File: config.mk
export PLATFORM = sky130hd
export DESIGN_NAME = poly_sine_cosine_unit
export DESIGN_NICKNAME = d
export VERILOG_FILES = /design/src/hdl/psc_pkg.sv /design/src/hdl/psc_range.sv /design/src/hdl/psc_horner_cell.sv /design/src/hdl/psc_sat_cell.sv /design/src/hdl/poly_sine_cosine_unit.sv
export SDC_FILE = /design/constraint.sdc
export NUM_CORES = 2
export LEC_CHECK = 0
export BUFFER_PORTS_ARGS = -buffer_cell sky130_fd_sc_hd__buf_2
export CORE_MARGIN = 2
export CORE_UTILIZATION = 44
export CTS_CLUSTER_DIAMETER = 80
export DETAILED_ROUTE_END_ITERATION = 8
export GPL_ROUTABILITY_DRIVEN = 0
export MAX_ROUTING_LAYER = met4
export PLACE_DENSITY = 0.67
export SYNTH_ARGS = -nofsm -noshare
export SYNTH_HDL_FRONTEND = slang
export SYNTH_HIERARCHICAL = 1
export SYNTH_SLANG_ARGS = --single-unit
export TNS_END_PERCENT = 1
File: constraint.sdc
create_clock -name clk_i -period 9.38 [get_ports clk_i]
set_clock_uncertainty 0.15 [all_clocks]
set_input_delay 0.469 -clock clk_i [delete_from_list [all_inputs] [get_ports clk_i]]
set_output_delay 0.469 -clock clk_i [all_outputs]
set_load 0.01 [all_outputs]
File: src/hdl/psc_pkg.sv
// ----------------------------------------------------------------------------
// psc_pkg
// Shared constants and helpers for the polynomial sine / cosine unit: angle
// constants and Horner coefficients held at 32 fractional bits.
// ----------------------------------------------------------------------------
`timescale 1ns / 1ps
`default_nettype none

package psc_pkg;

  // angle constants, Q.32
  localparam longint Q32_HALF_PI       = 64'sd6746518852;
  localparam longint Q32_PI            = 64'sd13493037705;
  localparam longint Q32_THREE_HALF_PI = 64'sd20239556557;
  localparam longint Q32_TWO_PI        = 64'sd26986075409;

  // horner coefficients a..e, Q.32
  localparam int NUM_COEF = 5;
  localparam longint COEF_Q32 [NUM_COEF] = '{
    64'sd25166288,
    64'sd24000015,
    -64'sd736890657,
    64'sd7810606,
    64'sd4294011062
  };

  // reduce a Q.32 constant to frac bits, nearest, ties away from zero
  function automatic longint from_q32(input longint v, input int frac);
    longint mag;
    longint r;
    mag = (v < 0) ? -v : v;
    r   = (mag + (64'sd1 <<< (31 - frac))) >>> (32 - frac);
    return (v < 0) ? -r : r;
  endfunction

endpackage

`default_nettype wire

File: src/hdl/psc_range.sv
// ----------------------------------------------------------------------------
// psc_range
// Angle reduction cells: cosine offset, wrap into [0, 2pi), quadrant fold
// into a quarter-wave argument. Three registered steps.
// ----------------------------------------------------------------------------
`timescale 1ns / 1ps
`default_nettype none

module psc_range #(
  parameter int FRAC_BITS = 16
) (
  input  wire                        clk_i,
  input  wire                        rst_ni,
  input  wire                        valid_i,
  output logic                       ready_o,
  input  wire  signed [FRAC_BITS+3:0] angle_i,
  input  wire                        command_i,
  output logic                       valid_o,
  input  wire                        ready_i,
  output logic signed [FRAC_BITS+2:0] x_o
);

  localparam int WW = FRAC_BITS + 6;
  localparam int TW = FRAC_BITS + 3;

  localparam longint HP_L  = psc_pkg::from_q32(psc_pkg::Q32_HALF_PI, FRAC_BITS);
  localparam longint PI_L  = psc_pkg::from_q32(psc_pkg::Q32_PI, FRAC_BITS);
  localparam longint THP_L = psc_pkg::from_q32(psc_pkg::Q32_THREE_HALF_PI, FRAC_BITS);
  localparam longint TP_L  = psc_pkg::from_q32(psc_pkg::Q32_TWO_PI, FRAC_BITS);

  localparam logic signed [WW-1:0] HALF_PI       = HP_L[WW-1:0];
  localparam logic signed [WW-1:0] PI            = PI_L[WW-1:0];
  localparam logic signed [WW-1:0] THREE_HALF_PI = THP_L[WW-1:0];
  localparam logic signed [WW-1:0] TWO_PI        = TP_L[WW-1:0];
  localparam logic signed [WW-1:0] NEG_TWO_PI    = -TP_L[WW-1:0];

  logic                 va_q, vb_q, vc_q;
  logic                 rdy_a, rdy_b, rdy_c;
  logic signed [WW-1:0] xa_q, xa_d;
  logic signed [WW-1:0] xb_q, xb_d;
  logic signed [TW-1:0] xc_q;
  logic signed [WW-1:0] fold_s;

  assign rdy_c   = !vc_q || ready_i;
  assign rdy_b   = !vb_q || rdy_c;
  assign rdy_a   = !va_q || rdy_b;
  assign ready_o = rdy_a;
  assign valid_o = vc_q;
  assign x_o     = xc_q;

  // cosine offset
  always_comb begin
    xa_d = WW'(angle_i);
    if (command_i) begin
      xa_d = WW'(angle_i) + HALF_PI;
    end
  end

  // wrap, at most two turns of 2pi below zero
  always_comb begin
    if (xa_q >= TWO_PI) begin
      xb_d = xa_q - TWO_PI;
    end else if (xa_q >= 0) begin
      xb_d = xa_q;
    end else if (xa_q >= NEG_TWO_PI) begin
      xb_d = xa_q + TWO_PI;
    end else begin
      xb_d = xa_q + TWO_PI + TWO_PI;
    end
  end

  // quadrant fold
  always_comb begin
    if (xb_q < HALF_PI) begin
      fold_s = xb_q;
    end else if (xb_q < THREE_HALF_PI) begin
      fold_s = PI - xb_q;
    end else begin
      fold_s = xb_q - TWO_PI;
    end
  end

  always_ff @(posedge clk_i or negedge rst_ni) begin
    if (!rst_ni) begin
      va_q <= 1'b0;
      vb_q <= 1'b0;
      vc_q <= 1'b0;
    end else begin
      if (rdy_a) va_q <= valid_i;
      if (rdy_b) vb_q <= va_q;
      if (rdy_c) vc_q <= vb_q;
    end
  end

  always_ff @(posedge clk_i) begin
    if (rdy_a && valid_i) xa_q <= xa_d;
    if (rdy_b && va_q)    xb_q <= xb_d;
    if (rdy_c && vb_q)    xc_q <= fold_s[TW-1:0];
  end

endmodule

`default_nettype wire

File: src/hdl/psc_horner_cell.sv
// ----------------------------------------------------------------------------
// psc_horner_cell
// One Horner step: t' = round(t * x) + coefficient, argument passed along.
// ----------------------------------------------------------------------------
`timescale 1ns / 1ps
`default_nettype none

module psc_horner_cell #(
  parameter int     FRAC_BITS = 16,
  parameter longint COEF_Q32  = 0
) (
  input  wire                        clk_i,
  input  wire                        rst_ni,
  input  wire                        valid_i,
  output logic                       ready_o,
  input  wire  signed [FRAC_BITS+2:0] t_i,
  input  wire  signed [FRAC_BITS+2:0] x_i,
  output logic                       valid_o,
  input  wire                        ready_i,
  output logic signed [FRAC_BITS+2:0] t_o,
  output logic signed [FRAC_BITS+2:0] x_o
);

  localparam int     TW     = FRAC_BITS + 3;
  localparam int     PW     = 2 * TW;
  localparam longint COEF_L = psc_pkg::from_q32(COEF_Q32, FRAC_BITS);
  localparam logic signed [TW-1:0] COEF = COEF_L[TW-1:0];
  localparam logic signed [PW-1:0] HALF = PW'(1) <<< (FRAC_BITS - 1);

  logic                 valid_q;
  logic signed [TW-1:0] t_q, t_d;
  logic signed [TW-1:0] x_q;
  logic signed [PW-1:0] prod_s, rnd_s, shr_s;

  assign ready_o = !valid_q || ready_i;
  assign valid_o = valid_q;
  assign t_o     = t_q;
  assign x_o     = x_q;

  // round to nearest, ties away from zero
  always_comb begin
    prod_s = t_i * x_i;
    rnd_s  = prod_s[PW-1] ? (prod_s + HALF - PW'(1)) : (prod_s + HALF);
    shr_s  = rnd_s >>> FRAC_BITS;
    t_d    = shr_s[TW-1:0] + COEF;
  end

  always_ff @(posedge clk_i or negedge rst_ni) begin
    if (!rst_ni) begin
      valid_q <= 1'b0;
    end else if (ready_o) begin
      valid_q <= valid_i;
    end
  end

  always_ff @(posedge clk_i) begin
    if (ready_o && valid_i) begin
      t_q <= t_d;
      x_q <= x_i;
    end
  end

endmodule

`default_nettype wire

File: src/hdl/psc_sat_cell.sv
// ----------------------------------------------------------------------------
// psc_sat_cell
// Output cell: clamp to plus or minus one and hold the result register.
// ----------------------------------------------------------------------------
`timescale 1ns / 1ps
`default_nettype none

module psc_sat_cell #(
  parameter int FRAC_BITS = 16
) (
  input  wire                        clk_i,
  input  wire                        rst_ni,
  input  wire                        valid_i,
  output logic                       ready_o,
  input  wire  signed [FRAC_BITS+2:0] t_i,
  output logic                       valid_o,
  input  wire                        ready_i,
  output logic signed [FRAC_BITS+1:0] value_o
);

  localparam int TW = FRAC_BITS + 3;
  localparam int VW = FRAC_BITS + 2;
  localparam logic signed [TW-1:0] ONE_T     = TW'(1) <<< FRAC_BITS;
  localparam logic signed [TW-1:0] NEG_ONE_T = -(TW'(1) <<< FRAC_BITS);

  logic                 valid_q;
  logic signed [VW-1:0] value_q, value_d;

  assign ready_o = !valid_q || ready_i;
  assign valid_o = valid_q;
  assign value_o = value_q;

  always_comb begin
    if (t_i > ONE_T) begin
      value_d = ONE_T[VW-1:0];
    end else if (t_i < NEG_ONE_T) begin
      value_d = NEG_ONE_T[VW-1:0];
    end else begin
      value_d = t_i[VW-1:0];
    end
  end

  always_ff @(posedge clk_i or negedge rst_ni) begin
    if (!rst_ni) begin
      valid_q <= 1'b0;
    end else if (ready_o) begin
      valid_q <= valid_i;
    end
  end

  always_ff @(posedge clk_i) begin
    if (ready_o && valid_i) begin
      value_q <= value_d;
    end
  end

endmodule

`default_nettype wire

File: src/hdl/poly_sine_cosine_unit.sv
// ----------------------------------------------------------------------------
// poly_sine_cosine_unit
// Pipeline: 3 reduction registers, 5 Horner cells, 1 output register.
// Throughput: one angle per cycle while out_stall_i is low; each cell
// holds one item and hands it on, and each Horner cell has one multiplier.
// Reset clears only the valid flags of the cells; payload registers keep data.
// ----------------------------------------------------------------------------
`timescale 1ns / 1ps
`default_nettype none

module poly_sine_cosine_unit #(
  parameter int FRAC_BITS = 16
) (
  input  wire                         clk_i,
  input  wire                         rst_ni,
  // input channel
  input  wire                         in_valid_i,
  output logic                        in_stall_o,
  input  wire  signed [FRAC_BITS+3:0] angle_i,
  input  wire                         command_i,
  // output channel
  output logic                        out_valid_o,
  input  wire                         out_stall_i,
  output logic signed [FRAC_BITS+1:0] value_o
);

  localparam int     TW     = FRAC_BITS + 3;
  localparam int     NCELL  = psc_pkg::NUM_COEF;
  // leading coefficient enters the chain as a constant
  localparam longint A_L    = psc_pkg::from_q32(psc_pkg::COEF_Q32[0], FRAC_BITS);
  localparam logic signed [TW-1:0] A_T = A_L[TW-1:0];

  logic                 range_ready;
  // per-link handshake and payload along the cell chain
  logic                 vld_s [NCELL+1];
  logic                 rdy_s [NCELL+1];
  logic signed [TW-1:0] t_s   [NCELL+1];
  logic signed [TW-1:0] x_s   [NCELL+1];
  logic                 sat_ready;

  assign in_stall_o = !range_ready;
  assign t_s[0]     = A_T;

  // offset, wrap and fold into a quarter-wave argument
  psc_range #(
    .FRAC_BITS (FRAC_BITS)
  ) u_range (
    .clk_i     (clk_i),
    .rst_ni    (rst_ni),
    .valid_i   (in_valid_i),
    .ready_o   (range_ready),
    .angle_i   (angle_i),
    .command_i (command_i),
    .valid_o   (vld_s[0]),
    .ready_i   (rdy_s[0]),
    .x_o       (x_s[0])
  );

  // horner chain: cells 0..3 add b..e, the last cell only multiplies
  for (genvar g = 0; g < NCELL; g++) begin : g_cell
    localparam int     CI = (g < NCELL - 1) ? g + 1 : 0;
    localparam longint CQ = (g < NCELL - 1) ? psc_pkg::COEF_Q32[CI] : 64'sd0;

    psc_horner_cell #(
      .FRAC_BITS (FRAC_BITS),
      .COEF_Q32  (CQ)
    ) u_cell (
      .clk_i   (clk_i),
      .rst_ni  (rst_ni),
      .valid_i (vld_s[g]),
      .ready_o (rdy_s[g]),
      .t_i     (t_s[g]),
      .x_i     (x_s[g]),
      .valid_o (vld_s[g + 1]),
      .ready_i (rdy_s[g + 1]),
      .t_o     (t_s[g + 1]),
      .x_o     (x_s[g + 1])
    );
  end

  assign rdy_s[NCELL] = sat_ready;

  // clamp and output register
  psc_sat_cell #(
    .FRAC_BITS (FRAC_BITS)
  ) u_sat (
    .clk_i   (clk_i),
    .rst_ni  (rst_ni),
    .valid_i (vld_s[NCELL]),
    .ready_o (sat_ready),
    .t_i     (t_s[NCELL]),
    .valid_o (out_valid_o),
    .ready_i (!out_stall_i),
    .value_o (value_o)
  );

  // argument copy leaving the last cell is not needed past the chain
  logic unused_x;
  assign unused_x = ^x_s[NCELL];

endmodule

`default_nettype wire

**After elaboration in Yosys (flattened, before gate mapping)**

Index checks and enable logic that the tools add are counted.

- Input bits: 25
- Word-level logic and storage cells: 97
- Memory bits (writable): 0
- Memories kept: 0
- Register bits after elaboration: 261
- ROM bits: 0
- Latch bits: 0
- Output and inout port bits: 20

- Reduce and logical (&&, ||, !) cells: 30
- Divide/modulo/power cells: 0
- Multiply operators: 5
- $lt $le $gt $ge: 7
- Muxes and demuxes: 12
- Shift operators: 0
- Bitwise operators: 0
- $add $sub $neg: 20
- Equality and inequality tests: 0

Operators with widths:

| cell | number |
|---|---|
| 35-bit 2-to-1 mux | 5 |
| 35-bit by 2-bit subtractor with 35-bit output (second input constant) | 5 |
| 19-bit by 19-bit multiplier with 38-bit output | 4 |
| 35-bit by 17-bit adder with 35-bit output (second input constant) | 4 |
| 22-bit 2-to-1 mux | 4 |
| 22-bit by 20-bit adder with 22-bit output (second input constant) | 2 |
| 22-bit by 20-bit greater-or-equal comparator with 1-bit output (second input constant) | 2 |
| 19-bit 2-to-1 mux | 2 |
| 29-bit by 17-bit adder with 30-bit output (second input constant) | 1 |
| 22-bit by 1-bit greater-or-equal comparator with 1-bit output (second input constant) | 1 |
| 22-bit by 18-bit < comparator with 1-bit output (second input constant) | 1 |
| 22-bit by 20-bit < comparator with 1-bit output (second input constant) | 1 |
| 3-bit by 19-bit multiplier with 22-bit output (first input constant) | 1 |
| 22-bit by 20-bit subtractor with 22-bit output (second input constant) | 1 |
| 20-bit by 18-bit adder with 21-bit output (second input constant) | 1 |
| 19-bit by 16-bit adder with 19-bit output (second input constant) | 1 |
| 19-bit adder (second input constant) | 1 |
| 19-bit by 7-bit adder with 19-bit output (second input constant) | 1 |
| 19-bit by 9-bit adder with 19-bit output (second input constant) | 1 |
| 19-bit by 18-bit > comparator with 1-bit output (second input constant) | 1 |
| 19-bit by 17-bit < comparator with 1-bit output (second input constant) | 1 |
| 19-bit by 18-bit subtractor with 19-bit output (second input constant) | 1 |
| 19-bit subtractor (first input constant) | 1 |
| 18-bit 2-to-1 mux | 1 |
| 4 further kinds | 30 |

**Longest topological paths before layout**

- Word-level depth: 11
- Depth in mapped cells: 37
- Gate-level depth less buffers: 34

**Cells and area by module**

The synthesis kept the hierarchy.

By module, submodules not included:

| module | area each (sq um) | sequential area each (sq um) | cells an instance | times used |
|---|---|---|---|---|
| psc_horner_cell (g_cell[1].u_cell) | 16771.1 | 1166.1 | 1794 | 1 |
| psc_horner_cell (g_cell[3].u_cell) | 16761.1 | 1166.1 | 1787 | 1 |
| psc_horner_cell (g_cell[0].u_cell) | 16659.7 | 1166.1 | 1801 | 1 |
| psc_horner_cell (g_cell[2].u_cell) | 16651.0 | 1166.1 | 1775 | 1 |
| psc_horner_cell (g_cell[4].u_cell) | 16314.4 | 1166.1 | 1727 | 1 |
| psc_range | 4883.4 | 1936.9 | 530 | 1 |
| psc_sat_cell | 840.8 | 565.5 | 50 | 1 |
| poly_sine_cosine_unit | 15.0 | 0.0 | 4 | 1 |

**Worst setup path before layout**

Ideal clock, no wire load.

- Path type: register to register
- Start: register g_cell[0].u_cell.t_q[11]
- End: register g_cell[1].u_cell.t_q[17] (data pin)
- Arrival time: 8.787 ns
- Period minus slack after synthesis: 9.200 ns
- Cell stages (with the launch flop): 34
- Path slack: 0.180 ns
- Required time: 8.967 ns
- Library setup time: 0.263 ns
- Buffers on the path: 3
- Cells stage by stage: edfxtp_1 clkbuf_1 clkbuf_1 and2_1 fa_1 fa_1 inv_1 fa_1 inv_1 fa_1 fa_1 fa_1 ha_1 ha_1 buf_2 nand2_1 or3_1 a22oi_1 o311a_1 ha_1 nand2b_1 or2_2 o221ai_1 nor3_1 or4_1 a211oi_1 nand4_1 mux2i_1 xor2_1 or3b_1 or2_1 o221a_1 o21ai_1 xor2_1

- Cells in the longest elaborated chain, start to end: 5

Ends and longest elaborated chain:

| item | line | text |
|---|---|---|
| start: declaration | psc_horner_cell.sv:31 | `logic signed [TW-1:0] t_q, t_d;` |
| start signal: assignment | psc_horner_cell.sv:58 | `t_q <= t_d;` |
| 19-bit by 19-bit multiplier with 38-bit output (*) | psc_horner_cell.sv:42 | `prod_s = t_i * x_i;` |
| 35-bit by 17-bit adder with 35-bit output | psc_horner_cell.sv:43 | `rnd_s = prod_s[PW-1] ? (prod_s + HALF - PW'(1)) : (prod_s + HALF);` |
| 35-bit by 2-bit subtractor with 35-bit output | psc_horner_cell.sv:43 |  |
| 35-bit 2-to-1 mux (*) | psc_horner_cell.sv:43 |  |
| 19-bit adder (*) | psc_horner_cell.sv:45 | `t_d = shr_s[TW-1:0] + COEF;` |
| named net g_cell[1].u_cell.t_d[17] | psc_horner_cell.sv:31 |  |
| end signal: assignment | psc_horner_cell.sv:58 |  |
| end: declaration | psc_horner_cell.sv:31 |  |

Mark *: on every way through the listed nets, which the timed path passes. The rest lies on a longest branch.
A chain may end at the register's enable or synchronous reset.

**Final worst setup path**

- Start: register g_cell[2].u_cell.t_q[10]
- End: register g_cell[3].u_cell.t_q[17] (data pin)

- Cells in the longest elaborated chain, start to end: 5

Ends and longest elaborated chain:

| item | line |
|---|---|
| start: declaration | psc_horner_cell.sv:31 |
| start signal: assignment | psc_horner_cell.sv:58 |
| 19-bit by 19-bit multiplier with 38-bit output (*) | psc_horner_cell.sv:42 |
| 35-bit by 17-bit adder with 35-bit output | psc_horner_cell.sv:43 |
| 35-bit by 2-bit subtractor with 35-bit output | psc_horner_cell.sv:43 |
| 35-bit 2-to-1 mux (*) | psc_horner_cell.sv:43 |
| 19-bit by 16-bit adder with 19-bit output (*) | psc_horner_cell.sv:45 |
| named net g_cell[3].u_cell.t_d[17] | psc_horner_cell.sv:31 |
| end signal: assignment | psc_horner_cell.sv:58 |
| end: declaration | psc_horner_cell.sv:31 |

Marks and branches as above.

==> key figures <==
Route
  • Vias/cell: around 5.3
  • Per-cell routed wire length: 17.8 um
  • Routed via count: around 66000
  • Drt total wl: around 220000 um
  • Detail Route Antenna Nets: 0
  • Drt pass-1 iters: 6
  • Starting DRT DRC Count: roughly 4000
  • Detailed-route DRC error count: 0

Timing
  • Tcrit/Tclk final: 98.1%
  • Min Tclk post-route: around 9 ns
  • Slew @ Worst Pin: 1.08 ns
  • Setup violators final: 0
  • Fin. max-slew vios: 0
  • Final hold slack: 0.0436 ns
  • Achievable Freq: 0.109 GHz
  • Fin. Hold Viols: 0
  • Slew Limit Headroom: 27.8%
  • Unrepaired setup endpoints after global routing: yes

GRT
  • Initial antenna violation count: 1
  • Largest net degree at the start of global routing: 39
  • GRT Residual Overflow: 0
  • First-pass GRT wire length: 371000 um
  • Total track usage: 23.0%
  • Vias in the first global route: 71600

Clock network
  • Clock Pin Slew Worst Setup and Hold Paths: 0.06 ns
  • Num Clock Sinks: 260
  • Clock latency on the worst-skew pair: 0.63 ns
  • H-tree lvl count: 2
  • CTS tree: yes
  • Clock tree buffer depth: 3
  • Root buf cell: clkbuf_16
  • CTS buffer count: 39

Yosys
  • Cell Area, Synth: just under 0.09 mm2
  • Syn. warnings: 6
  • Post-Syn Instances: 9449
  • Syn_area_per_cell: 9.35 um2

Die
  • Die Span Y: between 400 and 500 um
  • Die Width: 452 um
  • Initial core utilization: 44.2%
  • Cell Rows: approximately 160
  • Die ar.: between 0.2 and 0.25 mm2
  • Core region area: about 0.2 mm2
  • Ports: 45

Worst setup path
  • CP Max Fanout: 7
  • Worst setup EP type: flop
  • Worst setup SP type: flop
  • Critical path data arrival time: 9.41 ns
  • Max incr delay on CP: 0.57 ns
  • CP dominant cell by count: fa_1
  • Worst endpoint required time: 9.59 ns
  • Slowest CP cell: or4b_4
  • WS Path Type: reg2reg

Cells and area
  • Area grow syn2layout: 9.89%
  • Layout net count: about 12000
  • Layout cells sized above 1: between 10 and 15%
  • Fin area: 0.0971 mm2

Outcome
  • Status: finished clean

Placement
  • Placed cell area: 0.0939 mm2
  • Number of buffers added on ports: 44
  • Hpwl dp: 189000 um

Job
  • MaxCap Viol Count: 0

Worst hold path
  • Hold Crit Class: in2reg
## path summary, 6_finish.rpt
path / startpoint / endpoint / slack, ns / cells after the start
setup / recovery: g_cell[2].u_cell/t_o[10] / g_cell[3].u_cell/t_o[17] / 0.18 / 29
hold / removal: angle_i[18] / u_range/xa_q[20] / 0.04 / 2
setup reg to reg: g_cell[2].u_cell/t_o[10] / g_cell[3].u_cell/t_o[17] / 0.18 / 29
hold reg to reg: g_cell[0].u_cell/valid_o / g_cell[1].u_cell/valid_o / 0.32 / 1
max in group asynchronous: rst_ni / u_range/va_q / 8.45 / 2
min in group asynchronous: rst_ni / g_cell[4].u_cell/valid_o / 0.21 / 2
## final cells by class
class                           instances  area (um2)
Antenna cell                            1        2.50
Fill cell                           18400      103000
Clock inverter                         27         370
Clock buffer                           43        1000
Timing Repair Buffer                  606        4690
Inverter                             1901        7140
Sequential cell                       260        7760
Tap cell                             2656        3320
Multi-Input combinational cell       6970       72800
## cells in the final DEF (no fill, tap or decap), types with 53 or more instances in the layout
| master | n |
|---|---|
| ha_1 | 569 |
| nand2b_1 | 94 |
| conb_1 | 82 |
| fa_1 | 1839 |
| nor3_1 | 104 |
| a21o_1 | 69 |
| nand4_1 | 76 |
| o21ai_0 | 136 |
| xnor2_1 | 259 |
| a21oi_1 | 186 |
| inv_1 | 1895 |
| and2_1 | 903 |
| nand3_1 | 118 |
| buf_4 | 523 |
| nand2_1 | 1100 |
| a211oi_1 | 53 |
| xor2_1 | 122 |
| edfxtp_1 | 251 |
| nor2_1 | 236 |
## worst max-delay path, delay by kind of cell (launching register included)
| family | cells | cell delay [ns] |
|---|---|---|
| compound gates | 5 | 1.07 |
| simple gates | 7 | 2.27 |
| xor+xnor | 3 | 0.80 |
| buf+inv | 6 | 0.58 |
| flops | 1 | 0.50 |
| fa+ha+maj | 8 | 3.57 |
## routing by layer
layer  vias up  share of wire, %  global-route usage (%)
met5         -                 0                       -
met3       406               5.1                    2.47
met2      1900                50                    39.1
met1     33800                41                    28.7
li1      30100                 -                       -
met4         0               3.4                    7.14
## timing repair
item | CTS | global route
setup endpoints to repair | 11 | 42
hold buffers | 16 | 0
endpoints found under the hold margin | 24 | 0
gates resized for setup | 6 | 139
pin swaps | 1 | 41
buffers inserted | 9 | 85
## metrics by stage
step	setup WS, ns	TNS [ns]	cells	utilization, %
after floorplan	0.180	0	9529	-
after global placement	0.0750	0	12300	47.1
after detailed placement	-0.200	-0.589	12300	47.1
after CTS	-0.0273	-0.0273	12400	47.9
after global routing	-0.0909	-0.364	12500	48.6
final	0.182	0	12500	48.6
## flip-flops by register name, indices dropped and copies added, names as in the netlist
signal	count
u_range/xb_q	22
u_sat/value_o	18
g_cell.u_cell/valid_o	5
u_range/x_o	19
u_sat/valid_o	1
u_range/xa_q	21
g_cell.u_cell/t_o	95
u_range/vb_q	1
u_range/valid_o	1
g_cell.u_cell/x_o	76
u_range/va_q	1
Power is left out: the tool's default activity adds up to more than one toggle a clock period on the data nets, which glitch-free logic cannot reach.
